`src/sv/kdpl_pkg.sv`:
```
// Types and constants shared by the kd-tree point locate block.
package kdpl_pkg;

   // Stream payload widths, padded to whole bytes
   localparam int REQ_DATA_W = 232;
   localparam int RSP_DATA_W = 80;

   localparam int COORD_W   = 32;
   localparam int CHILD_W   = 11;
   localparam int INDEX_W   = 10;
   localparam int PAYLOAD_W = 64;

   // Request kinds carried on req_tuser
   typedef enum logic [0:0] {
      OP_WRITE = 1'b0,
      OP_QUERY = 1'b1
   } opcode_type;

   // Response status carried on rsp_tuser
   typedef enum logic [1:0] {
      ST_OK      = 2'd0,
      ST_NO_TREE = 2'd1,
      ST_DEPTH   = 2'd2,
      ST_WRITE   = 2'd3
   } status_type;

   // Split axis codes
   localparam logic [1:0] AXIS_X = 2'd0;
   localparam logic [1:0] AXIS_Y = 2'd1;

   typedef enum logic [1:0] {
      WS_IDLE = 2'd0,
      WS_WALK = 2'd1,
      WS_DONE = 2'd2
   } walk_state_type;

   // One unpacked request
   typedef struct packed {
      opcode_type             opcode;
      logic [INDEX_W-1:0]     node_index;
      logic [1:0]             split_axis;
      logic [COORD_W-1:0]     split_value;
      logic [CHILD_W-1:0]     left_child;
      logic [CHILD_W-1:0]     right_child;
      logic [PAYLOAD_W-1:0]   leaf_payload;
      logic [COORD_W-1:0]     query_x;
      logic [COORD_W-1:0]     query_y;
      logic [COORD_W-1:0]     query_z;
   } req_item_type;

   // One node table entry
   typedef struct packed {
      logic [1:0]             axis;
      logic [COORD_W-1:0]     split;
      logic [CHILD_W-1:0]     left;
      logic [CHILD_W-1:0]     right;
      logic [PAYLOAD_W-1:0]   payload;
   } node_entry_type;

   // One response
   typedef struct packed {
      status_type             status;
      logic [PAYLOAD_W-1:0]   payload;
      logic [INDEX_W-1:0]     node;
   } result_type;

endpackage

```
`src/sv/kdpl_walk.sv`:
```
// Request sequencer: node writes and the level-by-level tree walk.
module kdpl_walk #(
   parameter int NODE_SLOTS = 1024,
   parameter int MAX_DEPTH  = 16,
   parameter int ADDR_W     = 10
) (
   input  logic                     clock,
   input  logic                     reset,
   input  logic                     req_valid,
   output logic                     req_ready,
   input  kdpl_pkg::req_item_type   req,
   output logic                     res_valid,
   input  logic                     res_ready,
   output kdpl_pkg::result_type     res,
   output logic                     mem_wr_en,
   output logic [ADDR_W-1:0]        mem_wr_addr,
   output kdpl_pkg::node_entry_type mem_wr_data,
   output logic                     mem_rd_en,
   output logic [ADDR_W-1:0]        mem_rd_addr,
   input  kdpl_pkg::node_entry_type mem_rd_data
);
   import kdpl_pkg::*;

   localparam int RD_W  = $clog2(MAX_DEPTH + 1);
   localparam int CMP_W = 17;

   walk_state_type       state_ff, state_in;
   logic [INDEX_W-1:0]   cur_ff, cur_in;
   logic [RD_W-1:0]      reads_ff, reads_in;
   logic [COORD_W-1:0]   qx_ff, qx_in, qy_ff, qy_in, qz_ff, qz_in;
   logic                 root_loaded_ff, root_loaded_in;
   result_type           res_ff, res_in;

   logic [COORD_W-1:0]   coord;
   logic [COORD_W:0]     diff;
   logic [CHILD_W-1:0]   child;
   logic                 child_none;
   logic                 slot_ok;

   // Node compare on the entry just read
   always_comb begin
      unique case (mem_rd_data.axis)
         AXIS_X:  coord = qx_ff;
         AXIS_Y:  coord = qy_ff;
         default: coord = qz_ff;
      endcase
      diff = {coord[COORD_W-1], coord}
           - {mem_rd_data.split[COORD_W-1], mem_rd_data.split};
      child = diff[COORD_W] ? mem_rd_data.left : mem_rd_data.right;
      child_none = child[CHILD_W-1]
                 || ({(CMP_W - INDEX_W)'(0), child[INDEX_W-1:0]} >= CMP_W'(NODE_SLOTS));
      slot_ok = {(CMP_W - INDEX_W)'(0), req.node_index} < CMP_W'(NODE_SLOTS);
   end

   // Next state and memory control
   always_comb begin
      state_in       = state_ff;
      cur_in         = cur_ff;
      reads_in       = reads_ff;
      qx_in          = qx_ff;
      qy_in          = qy_ff;
      qz_in          = qz_ff;
      root_loaded_in = root_loaded_ff;
      res_in         = res_ff;
      req_ready      = 1'b0;
      mem_wr_en      = 1'b0;
      mem_wr_addr    = ADDR_W'(req.node_index);
      mem_wr_data    = '{axis: req.split_axis, split: req.split_value,
                         left: req.left_child, right: req.right_child,
                         payload: req.leaf_payload};
      mem_rd_en      = 1'b0;
      mem_rd_addr    = '0;
      unique case (state_ff)
         WS_IDLE: begin
            req_ready = 1'b1;
            if (req_valid) begin
               if (req.opcode == OP_WRITE) begin
                  mem_wr_en = slot_ok;
                  if (slot_ok && (req.node_index == '0)) begin
                     root_loaded_in = 1'b1;
                  end
                  res_in   = '{status: ST_WRITE, payload: '0, node: req.node_index};
                  state_in = WS_DONE;
               end else if (!root_loaded_ff) begin
                  res_in   = '{status: ST_NO_TREE, payload: '0, node: '0};
                  state_in = WS_DONE;
               end else begin
                  // Start at the root
                  qx_in     = req.query_x;
                  qy_in     = req.query_y;
                  qz_in     = req.query_z;
                  cur_in    = '0;
                  reads_in  = '0;
                  mem_rd_en = 1'b1;
                  state_in  = WS_WALK;
               end
            end
         end
         WS_WALK: begin
            if (child_none) begin
               res_in   = '{status: ST_OK, payload: mem_rd_data.payload, node: cur_ff};
               state_in = WS_DONE;
            end else if (reads_ff == RD_W'(MAX_DEPTH)) begin
               res_in   = '{status: ST_DEPTH, payload: '0, node: cur_ff};
               state_in = WS_DONE;
            end else begin
               // Descend one level
               mem_rd_en   = 1'b1;
               mem_rd_addr = ADDR_W'(child[INDEX_W-1:0]);
               cur_in      = child[INDEX_W-1:0];
               reads_in    = reads_ff + RD_W'(1);
            end
         end
         WS_DONE: begin
            if (res_ready) begin
               state_in = WS_IDLE;
            end
         end
         default: state_in = WS_IDLE;
      endcase
   end

   assign res_valid = (state_ff == WS_DONE);
   assign res       = res_ff;

   // Control registers
   always_ff @(posedge clock) begin
      if (reset) begin
         state_ff       <= WS_IDLE;
         root_loaded_ff <= 1'b0;
      end else begin
         state_ff       <= state_in;
         root_loaded_ff <= root_loaded_in;
      end
   end

   // Walk context and result
   always_ff @(posedge clock) begin
      cur_ff   <= cur_in;
      reads_ff <= reads_in;
      qx_ff    <= qx_in;
      qy_ff    <= qy_in;
      qz_ff    <= qz_in;
      res_ff   <= res_in;
   end

   // Reads and writes never share a cycle
   a_no_rw_overlap: assert property (@(posedge clock) disable iff (reset)
      !(mem_wr_en && mem_rd_en))
      else $error("node table read and write in one cycle");

   // Query before the root is loaded answers at once
   a_no_tree: assert property (@(posedge clock) disable iff (reset)
      (req_valid && req_ready && (req.opcode == OP_QUERY) && !root_loaded_ff)
      |=> (res_valid && (res.status == ST_NO_TREE)))
      else $error("missing no-tree response");

   // Walk never goes past the depth limit
   a_depth_bound: assert property (@(posedge clock) disable iff (reset)
      (state_ff == WS_WALK) |-> (reads_ff <= RD_W'(MAX_DEPTH)))
      else $error("walk depth beyond limit");

   // Staying in the walk always comes with the next node read
   a_walk_reads: assert property (@(posedge clock) disable iff (reset)
      ((state_ff == WS_WALK) && (state_in == WS_WALK)) |-> mem_rd_en)
      else $error("walk step without node read");

endmodule

```
`config.mk`:
```
export PLATFORM = sky130hd
export DESIGN_NAME = kdpl_walk
export DESIGN_NICKNAME = d
export VERILOG_FILES = /design/src/sv/kdpl_pkg.sv /design/src/sv/kdpl_walk.sv
export SDC_FILE = /design/constraint.sdc
export NUM_CORES = 1
export LEC_CHECK = 0
export ABC_AREA = 0
export BUFFER_PORTS_ARGS = -buffer_cell sky130_fd_sc_hd__buf_2
export CAP_MARGIN = 40
export CORE_AREA = 2 2 225 227
export DETAILED_ROUTE_END_ITERATION = 12
export DIE_AREA = 0 0 227 229
export PLACE_DENSITY = 0.43
export SLEW_MARGIN = 5
export SYNTH_ARGS = -nofsm -noshare
export SYNTH_HDL_FRONTEND = slang
export SYNTH_SLANG_ARGS = --single-unit
```
`constraint.sdc`:
```
create_clock -name clock -period 14.06 [get_ports clock]
set_clock_uncertainty 0.05 [all_clocks]
set_input_delay 2.109 -clock clock [delete_from_list [all_inputs] [get_ports clock]]
set_output_delay 2.109 -clock clock [all_outputs]
set_load 0.05 [all_outputs]
```
==> results of run 1 <==
==> critical path: cells and delay by family <==
kind | cells | cell delay (ns)
AND/OR/NAND/NOR | 4 | 1.45
buffers and inverters | 4 | 1.13
AO/OA/AOI/OAI | 3 | 0.68
multiplexers | 2 | 0.48
adder cells (fa/ha/maj) | 1 | 0.33
==> worst max path at each step <==
| stage | slack (ns) | start | end |
|---|---|---|---|
| global route | 5.49 | mem_rd_data[118] | mem_rd_addr[2] |
| finish | 5.70 | mem_rd_data[118] | mem_rd_addr[2] |
| global placement | 4.72 | mem_rd_data[118] | mem_rd_addr[2] |
| CTS | 5.58 | mem_rd_data[118] | mem_rd_addr[2] |
| floorplan | 5.84 | mem_rd_data[118] | mem_rd_addr[0] |
| detailed placement | 5.59 | mem_rd_data[118] | mem_rd_addr[2] |
==> kinds of logic after synthesis <==
kind of cell / after synthesis / synth area share [%]
DFF: 190 / 59.0
adders and majority gates: 33 / 4.29
buffers and inverters: 204 / 13.5
muxes: 44 / 4.63
and+or+nand+nor: 225 / 11.7
AOI/OAI and AO/OA: 99 / 6.61
xor gates and xnor gates: 3 / 0.273
==> power groups by stage <==
stage / registers [mW] / clock network, mW / logic (mW)
floorplan: 0.716 / 0 / 0.162
global placement: 0.660 / 0 / 0.208
detailed placement: 0.659 / 0 / 0.210
CTS: 0.647 / 0.490 / 0.211
global route: 0.648 / 0.507 / 0.224
finish: 0.646 / 0.465 / 0.207
==> layer usage <==
metal	vias to the layer above	GRT usage (%)	wire length [µm]	part of all wire (%)
met5	-	1.04	180	0.56
li1	3092	-	-	-
met3	64	6.48	3670	12
met1	2992	14.6	13200	41
met4	18	4.70	830	2.6
met2	335	18.1	14000	44
==> cells in the final DEF (no fill, tap or decap), drive strengths merged, types with 3 or more instances in the layout <==
cell / synthesis / final
and2: 66 / 66
inv: 39 / 43
a31oi: 11 / 11
edfxtp: 187 / 187
o21ai: 40 / 40
nand3: 4 / 4
a211oi: 4 / 4
nor3: 12 / 12
ha: 33 / 33
nor2: 24 / 24
o31a: 3 / 3
dfxtp: 3 / 3
mux2i: 43 / 43
nand4: 5 / 5
buf: 142 / 343
a21oi: 13 / 13
diode: 0 / 4
a311oi: 11 / 11
a21o: 3 / 3
nand3b: 10 / 10
clkinv: 1 / 6
nand2: 92 / 92
clkbuf: 22 / 20
clkinvlp: 0 / 3
==> synthesized netlist by cell type, drive strengths merged (2+ instances only) <==
master / number
buf: 142
o21ai: 40
o31a: 3
and2: 66
nand3: 4
o211ai: 2
clkbuf: 22
a311oi: 11
a21o: 3
dfxtp: 3
nor4: 2
nand4: 5
o31ai: 2
xor2: 2
inv: 39
nor2b: 2
nand2: 92
a21oi: 13
a31oi: 11
a211oi: 4
ha: 33
nor3: 12
edfxtp: 187
nand3b: 10
nor2: 24
mux2i: 43
==> area by class of cell <==
cell class | count | area, µm² | area share, %
antenna | 4 | 10.0 | 0.0857
clock inverter | 12 | 108 | 0.922
multi-input combinational | 404 | 2680 | 22.9
tap | 672 | 841 | 7.20
sequential | 190 | 5680 | 48.6
clock buffer | 20 | 437 | 3.74
timing repair buffer | 343 | 1770 | 15.2
inverter | 40 | 153 | 1.31
==> sequential cells by signal, indices dropped and copies added, names as in the netlist <==
register and flops:
res 76, qx_ff 32, qy_ff 32, qz_ff 32
cur_ff 10, reads_ff 5, state_ff 2, root_loaded_ff 1
==> impl_results.rst, run 1 <==
.. list-table::
   :header-rows: 1

   * - Metric
     - Value
   * - Netlist cell types
     - 51
   * - Final std cells w/o fill
     - 1685
   * - Vias per Instance
     - 3.86
   * - Worst setup SP type
     - primary input
   * - Count of endpoints failing setup in the final report
     - 0
   * - Slew @ Worst Pin
     - 0.876 ns
   * - Post-route standard cell area excluding fillers
     - 11700 µm²
   * - Worst Hold Slack
     - 0.465 ns
   * - Leak pwr
     - 4.85 nW
   * - WP data arrival
     - 6.20 ns
   * - 1st-iter DRT viols
     - 309
   * - H-tree levels
     - 4
   * - Hold Fails Final Rpt
     - 0
   * - Insertion delay to the later sink of the worst-skew pair
     - 0.48 ns
   * - Number of top-level design ports
     - 571
   * - DRC violations left
     - 0
   * - Ratio of cells with drive above 1 in the final layout
     - 37.8%
   * - Total setup buffers inserted after CTS
     - 0
   * - FF+latch count, synth
     - 190
   * - Die width
     - 227 µm
   * - Area enclosed by the die boundary
     - 52000 µm²
   * - Setup repair after global routing missed its margin
     - false
   * - Maximum number of pins on one net before global-route repair
     - 70
   * - Top FF cell, synth
     - edfxtp_1
   * - Clock tree from TritonCTS
     - built
   * - Nets
     - 1380
   * - Core Rows
     - 82
   * - Critical-path cell list
     - buf_2 > buf_4 > mux2i_1 > o21ai_0 > ha_1 > nand4_1 > nor4_1 > buf_2 > o211ai_1 > o22a_1 > mux2i_1 > or3_1 > nor3_1 > buf_2
   * - Post-cts gate resize count
     - 0
   * - Global routing usage summed across all routing layers
     - 12.2%
   * - CP Capture Type
     - output port
   * - Sum of net half-perimeters after detailed placement
     - 25300 µm
   * - CTS Buffer Depth
     - 2
   * - Type of the setup path with the least slack
     - in2out
   * - Total Power Consumption
     - 1.32 mW
   * - Worst setup slack before clock tree synthesis
     - 5.59 ns
   * - Depth of the worst hold-timing path
     - 2
   * - Internal power
     - 934 µW
   * - Flop2flop setup slack
     - 9.49 ns
   * - Max-slew violations
     - 0
   * - End of the worst register-to-register path
     - res[55]$_SDFFCE_PN0P_
   * - Chip height
     - 229 µm
   * - Achievable clock frequency
     - 120 MHz
   * - Floorplan Core Area
     - 49700 µm²
   * - Period minus WS final
     - 8.36 ns
   * - Inserted Clock Buffers
     - 17
   * - Library cell appearing most often on the critical path
     - buf_2
   * - Critical path's largest stage delay
     - 0.59 ns
   * - Share of total power in combinational logic
     - 15.7%
   * - Number of iterations in the first detailed-routing pass
     - 4
   * - Post-detailed-route count of antenna-violating nets
     - 0
   * - Initial antenna violation count
     - 10
   * - Share of power burned in registers
     - 49.0%
   * - Synthesized cell area
     - 9620 µm²
   * - Placer Congestion
     - 0.797
   * - Total number of vias
     - 6501
   * - Buffers added on ports
     - 330
   * - Top-area cell type share of the netlist area
     - 58.4%
   * - Endpoint of the worst hold path
     - root_loaded_ff$_SDFFE_PP0P_
   * - Slowest-stage cell, CP
     - or3_1
   * - Peak supply drop
     - 0.0944 mV
   * - Largest fanout on the critical path
     - 32
   * - Mapped Cells
     - 798
   * - Summed negative setup slack over all endpoints
     - 0 ns
   * - Post-Syn Nets
     - 1182
   * - Wirelength, routed
     - 31900 µm
   * - Library cell occupying the most area in the post-synthesis netlist
     - edfxtp_1
   * - Starting utilization of the core area
     - 19.4%
   * - Clock-pin slew on the worst setup and hold paths
     - 0.07 ns
   * - Synthesis-to-layout area growth
     - 21.4%
   * - Share of the clock period used by the worst path after layout
     - 59.5%
   * - Ys Warns
     - 0
   * - Syn Area/Cell
     - 12.1 µm²
   * - Hold buffer count at cts
     - 0
   * - Switching Power
     - 385 µW
   * - Fillers
     - 5379
   * - PnR worst setup slack
     - 5.70 ns
   * - Total grt overflow
     - 0
   * - Vias in the first global route
     - 6549
   * - Launch instance of the worst min-delay path
     - root_loaded_ff$_SDFFE_PP0P_
   * - First-pass GRT wire length
     - 44500 µm
   * - Share of total power consumed by net switching
     - 29.2%
   * - Clock network power share
     - 35.3%
   * - Final Util
     - 23.5%
   * - Number of cells after detailed placement
     - 1649
   * - Startpoint of the lowest-slack register-to-register path
     - qy_ff[26]$_DFFE_PP_
   * - Synth top area cells
     - edfxtp_1, buf_4, mux2i_1, and2_1, ha_1
   * - Sequential fraction of the synthesis area
     - 59.0%
   * - Sink Count
     - 190
   * - Max_slew headroom
     - 41.6%
   * - Number of flops mapped to enable cells by yosys
     - 187
   * - Routed WL per cell
     - 18.9 µm
   * - Placed Instance Area
     - 11100 µm²
   * - Buffer cell driving the clock tree root
     - clkbuf_16
   * - Classification of the worst-slack hold path
     - reg2reg
   * - Proportion of synthesized flip-flops having asynchronous set or reset
     - 0%
   * - R2R depth
     - 12
   * - Outcome
     - finished, final reports clean
   * - Power per standard cell area
     - 113 nW/µm²
   * - Worst EP required
     - 11.90 ns
   * - Count of maximum capacitance violations
     - 0
No activity file was read; power rests on OpenSTA's default activity.
==> run 2, diff against run 1 <==
--- a/config.mk
+++ b/config.mk
@@ -5,13 +5,13 @@
 export SDC_FILE = /design/constraint.sdc
 export NUM_CORES = 1
 export LEC_CHECK = 0
-export ABC_AREA = 0
+export ABC_AREA = 1
 export BUFFER_PORTS_ARGS = -buffer_cell sky130_fd_sc_hd__buf_2
 export CAP_MARGIN = 40
-export CORE_AREA = 2 2 225 227
+export CORE_AREA = 2 2 222 224
 export DETAILED_ROUTE_END_ITERATION = 12
-export DIE_AREA = 0 0 227 229
-export PLACE_DENSITY = 0.43
+export DIE_AREA = 0 0 224 226
+export PLACE_DENSITY = 0.45
 export SLEW_MARGIN = 5
 export SYNTH_ARGS = -nofsm -noshare
 export SYNTH_HDL_FRONTEND = slang
==> constraint.sdc (replaced) <==
create_clock -name clock -period 7.5 [get_ports clock]
set_clock_uncertainty 0.05 [all_clocks]
set_input_delay 1.125 -clock clock [delete_from_list [all_inputs] [get_ports clock]]
set_output_delay 1.125 -clock clock [all_outputs]
set_load 0.05 [all_outputs]
==> impl_results.rst, run 2 <==
.. list-table::
   :header-rows: 1

   * - Metric
     - Value
   * - Outcome
     - finished, final reports clean
   * - Total number of vias
     - 6345 (-2.4%)
   * - Floorplan Core Area
     - 48300 µm² (-2.6%)
   * - Classification of the worst-slack hold path
     - reg2reg
   * - Largest fanout on the critical path
     - 33 (+3.1%)
   * - Most numerous cell in the Yosys netlist
     - edfxtp_1
   * - Power per standard cell area
     - 223 nW/µm² (+98%)
   * - Type of the setup path with the least slack
     - in2out
   * - Peak supply drop
     - 0.153 mV (+62%)
   * - Summed negative setup slack over all endpoints
     - 0 ns (unchanged)
   * - Hold Fails Final Rpt
     - 0 (unchanged)
   * - Setup repair after global routing missed its margin
     - false
   * - Critical path's largest stage delay
     - 0.41 ns (-0.18 ns)
   * - 1st-iter DRT viols
     - 353 (+14%)
   * - Nets
     - 1406 (+1.9%)
   * - Vias per Instance
     - 3.82 (-1.0%)
   * - Initial antenna violation count
     - 11 (+1)
   * - Fillers
     - 5160 (-4.1%)
   * - Depth of the worst hold-timing path
     - 2 (unchanged)
   * - Ys Warns
     - 0 (unchanged)
   * - Synthesis-to-layout area growth
     - 22.0%
   * - Most frequent standard cell in the layout excluding fill and tap cells
     - buf_2
   * - Max_slew headroom
     - 39.0% (-2.7 points)
   * - CP Capture Type
     - output port
   * - Inserted Clock Buffers
     - 17 (unchanged)
   * - FF+latch count, synth
     - 190 (unchanged)
   * - Highest-count cells in the layout ignoring fill and taps
     - buf_2, edfxtp_1, inv_1
   * - Count of endpoints failing setup in the final report
     - 0 (unchanged)
   * - Die width
     - 224 µm (-1.3%)
   * - Number of flops mapped to enable cells by yosys
     - 187 (unchanged)
   * - Wirelength, routed
     - 27400 µm (-14%)
   * - Placer Congestion
     - 0.753 (-5.5%)
   * - End of the worst register-to-register path
     - res[70]$_SDFFCE_PN0P_
   * - R2R depth
     - 16 (+4)
   * - Count of maximum capacitance violations
     - 0 (unchanged)
   * - Commonest cells post-synth
     - edfxtp_1, buf_4, inv_1
   * - Post-Syn Nets
     - 1201 (+1.6%)
   * - Clock-pin slew on the worst setup and hold paths
     - 0.08 ns (about the same)
   * - Routed WL per cell
     - 16.5 µm (-13%)
   * - Critical-path cell list
     - buf_2 > buf_4 > inv_2 > nor2_1 > nor2_1 > ha_1 > a21oi_1 > o21a_1 > o221ai_1 > a21oi_1 > nand3_2 > nand3_2 > nand3_2 > nor2_1 > buf_2
   * - Top FF cell, synth
     - edfxtp_1
   * - Number of top-level design ports
     - 571 (unchanged)
   * - Global routing usage summed across all routing layers
     - 10.8% (-1.4 points)
   * - Area enclosed by the die boundary
     - 50600 µm² (-2.6%)
   * - Post-cts gate resize count
     - 0 (unchanged)
   * - Launch instance of the worst min-delay path
     - root_loaded_ff$_SDFFE_PP0P_
   * - CTS Buffer Depth
     - 2 (unchanged)
   * - WP data arrival
     - 4.61 ns (-1.59 ns)
   * - Achievable clock frequency
     - 173 MHz
   * - Worst setup slack before clock tree synthesis
     - 1.64 ns (-3.95 ns)
   * - DRC violations left
     - 0 (unchanged)
   * - Starting utilization of the core area
     - 19.5% (+0.082 points)
   * - Buffer cell driving the clock tree root
     - clkbuf_16
   * - Synth top area cells
     - edfxtp_1, buf_4, inv_1, ha_1, nor2_1
   * - Clock tree from TritonCTS
     - built
   * - Proportion of synthesized flip-flops having asynchronous set or reset
     - 0% (unchanged)
   * - Sink Count
     - 190 (unchanged)
   * - Netlist cell types
     - 32 (-37%)
   * - Endpoint of the worst hold path
     - root_loaded_ff$_SDFFE_PP0P_
   * - Leak pwr
     - 5.06 nW (+4.3%)
   * - Post-detailed-route count of antenna-violating nets
     - 0 (unchanged)
   * - Worst EP required
     - 6.32 ns (-5.58 ns)
   * - Share of the clock period used by the worst path after layout
     - 77.2%
   * - Syn Area/Cell
     - 11.5 µm² (-4.5%)
   * - Startpoint of the lowest-slack register-to-register path
     - qy_ff[22]$_DFFE_PP_
   * - Slew @ Worst Pin
     - 0.914 ns (+0.0379 ns)
   * - Period minus WS final
     - 5.79 ns
   * - Flip-flop count of the largest register after layout
     - 76 (unchanged)
   * - Core Rows
     - 81 (-1.2%)
   * - Maximum number of pins on one net before global-route repair
     - 68 (-2.9%)
   * - Synthesized cell area
     - 9400 µm² (-2.2%)
   * - Top-area cell type share of the netlist area
     - 59.7% (+1.3 points)
   * - Mapped Cells
     - 817 (+2.4%)
   * - Total Power Consumption
     - 2.56 mW (+94%)
   * - Library cell occupying the most area in the post-synthesis netlist
     - edfxtp_1
   * - First-pass GRT wire length
     - 39300 µm (-12%)
   * - PnR worst setup slack
     - 1.71 ns (-3.98 ns)
   * - Max-slew violations
     - 0 (unchanged)
   * - Post-route standard cell area excluding fillers
     - 11500 µm² (-1.7%)
   * - Buffers added on ports
     - 330 (unchanged)
   * - Vias in the first global route
     - 6455 (-1.4%)
   * - Total grt overflow
     - 0 (unchanged)
   * - H-tree levels
     - 4 (unchanged)
   * - Total setup buffers inserted after CTS
     - 0 (unchanged)
   * - Slowest-stage cell, CP
     - a21oi_1
   * - Ratio of cells with drive above 1 in the final layout
     - 43.0% (+5.2 points)
   * - Flop2flop setup slack
     - 3.67 ns (-5.82 ns)
   * - Number of iterations in the first detailed-routing pass
     - 4 (unchanged)
   * - Placed Instance Area
     - 10900 µm² (-2.4%)
   * - Insertion delay to the later sink of the worst-skew pair
     - 0.48 ns (about the same)
   * - Chip height
     - 226 µm (-1.3%)
   * - Worst Hold Slack
     - 0.409 ns (-0.0562 ns)
   * - Worst setup SP type
     - primary input
   * - Sum of net half-perimeters after detailed placement
     - 20700 µm (-18%)
   * - Sequential fraction of the synthesis area
     - 60.4% (+1.4 points)
   * - Hold buffer count at cts
     - 0 (unchanged)
run 2: cell families (layout without fill, tap and decap cells):
logic type      count (synthesis)  count (layout)  synth area share (%)
buf+inv                       279             497                  16.9
simple gates                  234             234                  12.0
flops                         190             190                  60.4
compound gates                 69              69                  5.08
fa+ha+maj                      33              33                  4.39
mux                            10              10                  1.06
xor+xnor                        2               2                 0.186
other cells                     0               5                     0
run 2: final cells by class:
class	count	area, µm²	share of cell area [%]
tap	622	778	6.78
inverter	127	477	4.15
sequential	190	5680	49.5
multi-input combinational	348	2160	18.8
timing repair buffer	338	1760	15.4
clock inverter	14	175	1.53
antenna	5	12.5	0.109
clock buffer	18	429	3.74
run 2: worst max-delay path by stage:
stage          cells after the start          endpoint              from
3_3_place_gp                      15    mem_rd_addr[3]  mem_rd_data[119]
5_1_grt                           15    mem_rd_addr[8]  mem_rd_data[119]
2_1_floorplan                     16  res[0]$_DFFE_PP_  mem_rd_data[119]
4_1_cts                           15    mem_rd_addr[2]  mem_rd_data[119]
6_report                          15    mem_rd_addr[2]  mem_rd_data[119]
3_5_place_dp                      15    mem_rd_addr[2]  mem_rd_data[119]
run 2: layer usage:
layer	share of wire [%]	wire (µm)	vias to the layer above	global-route usage, %
li1	-	-	3023	-
met4	4.5	1220	12	6.95
met3	8.9	2430	95	4.55
met1	39	10600	2944	11.9
met2	48	13100	271	17.0
met5	0.28	76	-	0
run 2: worst max-delay path: cells and delay by family:
| kind | cells | cell delay (ns) |
|---|---|---|
| buf+inv | 4 | 1.22 |
| compound gates | 4 | 0.88 |
| fa+ha+maj | 1 | 0.31 |
| simple gates | 6 | 1.04 |
run 2: where the power goes:
group | switching, mW | leakage (nW) | internal [mW]
combinational | 0.272 | 2.96 | 0.115
sequential | 0.00906 | 1.80 | 1.20
clock | 0.461 | 0.292 | 0.502
run 2: per-stage QoR:
stage	utilization [%]	cells
after CTS	23.7	1657
after global placement	22.3	1621
final	23.7	1662
after floorplan	-	817
after detailed placement	22.5	1625
after global routing	23.7	1657
==> run 3, diff against run 2 <==
--- a/config.mk
+++ b/config.mk
@@ -5,13 +5,13 @@
 export SDC_FILE = /design/constraint.sdc
 export NUM_CORES = 1
 export LEC_CHECK = 0
-export ABC_AREA = 1
+export ABC_AREA = 0
 export BUFFER_PORTS_ARGS = -buffer_cell sky130_fd_sc_hd__buf_2
 export CAP_MARGIN = 40
-export CORE_AREA = 2 2 222 224
+export CORE_AREA = 2 2 225 227
 export DETAILED_ROUTE_END_ITERATION = 12
-export DIE_AREA = 0 0 224 226
-export PLACE_DENSITY = 0.45
+export DIE_AREA = 0 0 227 229
+export PLACE_DENSITY = 0.43
 export SLEW_MARGIN = 5
 export SYNTH_ARGS = -nofsm -noshare
 export SYNTH_HDL_FRONTEND = slang
==> constraint.sdc (replaced) <==
create_clock -name clock -period 5.6 [get_ports clock]
set_clock_uncertainty 0.05 [all_clocks]
set_input_delay 0.84 -clock clock [delete_from_list [all_inputs] [get_ports clock]]
set_output_delay 0.84 -clock clock [all_outputs]
set_load 0.05 [all_outputs]
==> impl_results.rst, run 3 (synthesis results as in run 1) <==
.. list-table::
   :header-rows: 1

   * - Metric
     - Value
   * - H-tree levels
     - 4 (unchanged)
   * - Routed WL per cell
     - 18.9 µm (+15%)
   * - Power per standard cell area
     - 289 nW/µm² (+30%)
   * - Routed met1 length
     - 12500 µm (+19%)
   * - Area taken by flip-flops and latches
     - 5680 µm² (unchanged)
   * - Floorplan Core Area
     - 49700 µm² (+2.7%)
   * - Fillers
     - 5346 (+3.6%)
   * - Hold Fails Final Rpt
     - 0 (unchanged)
   * - Area enclosed by the die boundary
     - 52000 µm² (+2.7%)
   * - Chip height
     - 229 µm (+1.3%)
   * - Most frequent standard cell in the layout excluding fill and tap cells
     - buf_2
   * - Flip-flop count of the largest register after layout
     - 76 (unchanged)
   * - Initial antenna violation count
     - 10 (-1)
   * - Sum of net half-perimeters after detailed placement
     - 26200 µm (+27%)
   * - Vias per Instance
     - 3.83 (+0.37%)
   * - Number of iterations in the first detailed-routing pass
     - 7 (+3)
   * - CP Capture Type
     - output port
   * - Starting utilization of the core area
     - 19.4% (-0.082 points)
   * - Buffer cell driving the clock tree root
     - clkbuf_16
   * - Post-cts gate resize count
     - 0 (unchanged)
   * - Hold buffer count at cts
     - 0 (unchanged)
   * - CTS Buffer Depth
     - 2 (unchanged)
   * - Clock tree from TritonCTS
     - built
   * - Inserted Clock Buffers
     - 17 (unchanged)
   * - Area of combinational cells with multiple inputs
     - 2680 µm² (+24%)
   * - Placer Congestion
     - 0.773 (+2.6%)
   * - Total grt overflow
     - 0 (unchanged)
   * - Peak supply drop
     - 0.228 mV (+49%)
   * - WP data arrival
     - 4.35 ns (-0.26 ns)
   * - Outcome
     - finished, final reports clean
   * - Count of endpoints failing setup in the final report
     - 0 (unchanged)
   * - Die width
     - 227 µm (+1.3%)
   * - Classification of the worst-slack hold path
     - reg2reg
   * - Core Rows
     - 82 (+1.2%)
   * - Post-detailed-route count of antenna-violating nets
     - 0 (unchanged)
   * - Max-slew violations
     - 0 (unchanged)
   * - Largest fanout on the critical path
     - 15 (-55%)
   * - Maximum number of pins on one net before global-route repair
     - 66 (-2.9%)
   * - Max_slew headroom
     - 52.5% (+13 points)
   * - Synthesis-to-layout area growth
     - 24.4%
   * - Vias in the first global route
     - 6759 (+4.7%)
   * - Worst setup SP type
     - primary input
   * - 1st-iter DRT viols
     - 308 (-13%)
   * - Total setup buffers inserted after CTS
     - 0 (unchanged)
   * - Type of the setup path with the least slack
     - in2out
   * - Nets
     - 1403 (-0.21%)
   * - Insertion delay to the later sink of the worst-skew pair
     - 0.49 ns (about the same)
   * - Clock-pin slew on the worst setup and hold paths
     - 0.08 ns (about the same)
   * - Ratio of cells with drive above 1 in the final layout
     - 39.6% (-3.4 points)
   * - Top Metal Used
     - met5
   * - Slew @ Worst Pin
     - 0.712 ns (-0.201 ns)
   * - Count of maximum capacitance violations
     - 0 (unchanged)
   * - Wirelength, routed
     - 32200 µm (+18%)
   * - Met3 layer wire length in the routed design
     - 4210 µm (+73%)
   * - Highest-count cells in the layout ignoring fill and taps
     - buf_2, edfxtp_1, nand2_1
   * - Final Util
     - 24.1% (+0.35 points)
   * - Share of the clock period used by the worst path after layout
     - 93.5%
   * - Sink Count
     - 190 (unchanged)
   * - Global routing usage summed across all routing layers
     - 12.4% (+1.6 points)
   * - Total number of vias
     - 6533 (+3.0%)
   * - Buffers added on ports
     - 330 (unchanged)
   * - Leak pwr
     - 5.02 nW (-0.70%)
   * - Total Power Consumption
     - 3.46 mW (+35%)
   * - DRC violations left
     - 0 (unchanged)
   * - Detailed route wirelength on metal2
     - 14500 µm (+10%)
   * - Flop2flop setup slack
     - 1.76 ns (-1.91 ns)
   * - First-pass GRT wire length
     - 45100 µm (+15%)
   * - Setup repair after global routing missed its margin
     - false
   * - Achievable clock frequency
     - 191 MHz
   * - Period minus WS final
     - 5.24 ns
   * - Number of top-level design ports
     - 571 (unchanged)
   * - Worst EP required
     - 4.71 ns (-1.61 ns)
==> run 3: cell type report <==
cell class	count	share of cell area, %
Sequential cell	190	47.5
Multi-Input combinational cell	404	22.4
Timing Repair Buffer	366	16.5
Tap cell	672	7.03
Clock buffer	17	3.56
Clock inverter	15	1.69
Inverter	40	1.28
Antenna cell	1	0.0209
==> run 3: where the power goes <==
part	switching (mW)	internal [mW]
Clock	0.608	0.681
Combinational	0.371	0.179
Sequential	0.0159	1.61
==> run 3: worst max-delay path, cell delays in order <==
cell and delay [ns]:
buf_2 0.16, buf_4 0.30, mux2i_1 0.22, o21ai_0 0.10
ha_1 0.23, nor4bb_1 0.30, nor2_1 0.10, a211oi_2 0.36
o22a_1 0.28, buf_4 0.22, o32ai_1 0.10, or3_1 0.34
buf_4 0.19, o21ai_0 0.27, buf_2 0.32
==> run 3: per-stage QoR <==
stage          setup slack, ns  area (µm²)  std cells  TNS [ns]  hold slack (ns)
3_5_place_dp             0.310       11300       1672         0            0.447
6_report                 0.364       12000       1705         0            0.460
2_1_floorplan          -0.0805        9620        798    -0.805            0.408
4_1_cts                  0.316       12000       1704         0            0.424
3_3_place_gp            -0.259       11300       1669     -1.52            0.434
5_1_grt                 0.0673       12000       1704         0            0.431
==> run 3: layer usage <==
layer | up-vias | GRT usage [%]
li1 | 3139 | -
met1 | 2969 | 14.4
met2 | 349 | 18.7
met3 | 60 | 6.82
met4 | 16 | 5.15
met5 | - | 1.42
==> run 3: final timing paths <==
kind / depth (start not counted) / to / start
worst max register to register: 13 / res[32]$_SDFFCE_PN0P_ / qx_ff[26]$_DFFE_PP_
worst max-delay path: 15 / mem_rd_en / mem_rd_data[118]
worst min-delay path: 2 / root_loaded_ff$_SDFFE_PP0P_ / root_loaded_ff$_SDFFE_PP0P_
worst min register to register: 2 / root_loaded_ff$_SDFFE_PP0P_ / root_loaded_ff$_SDFFE_PP0P_
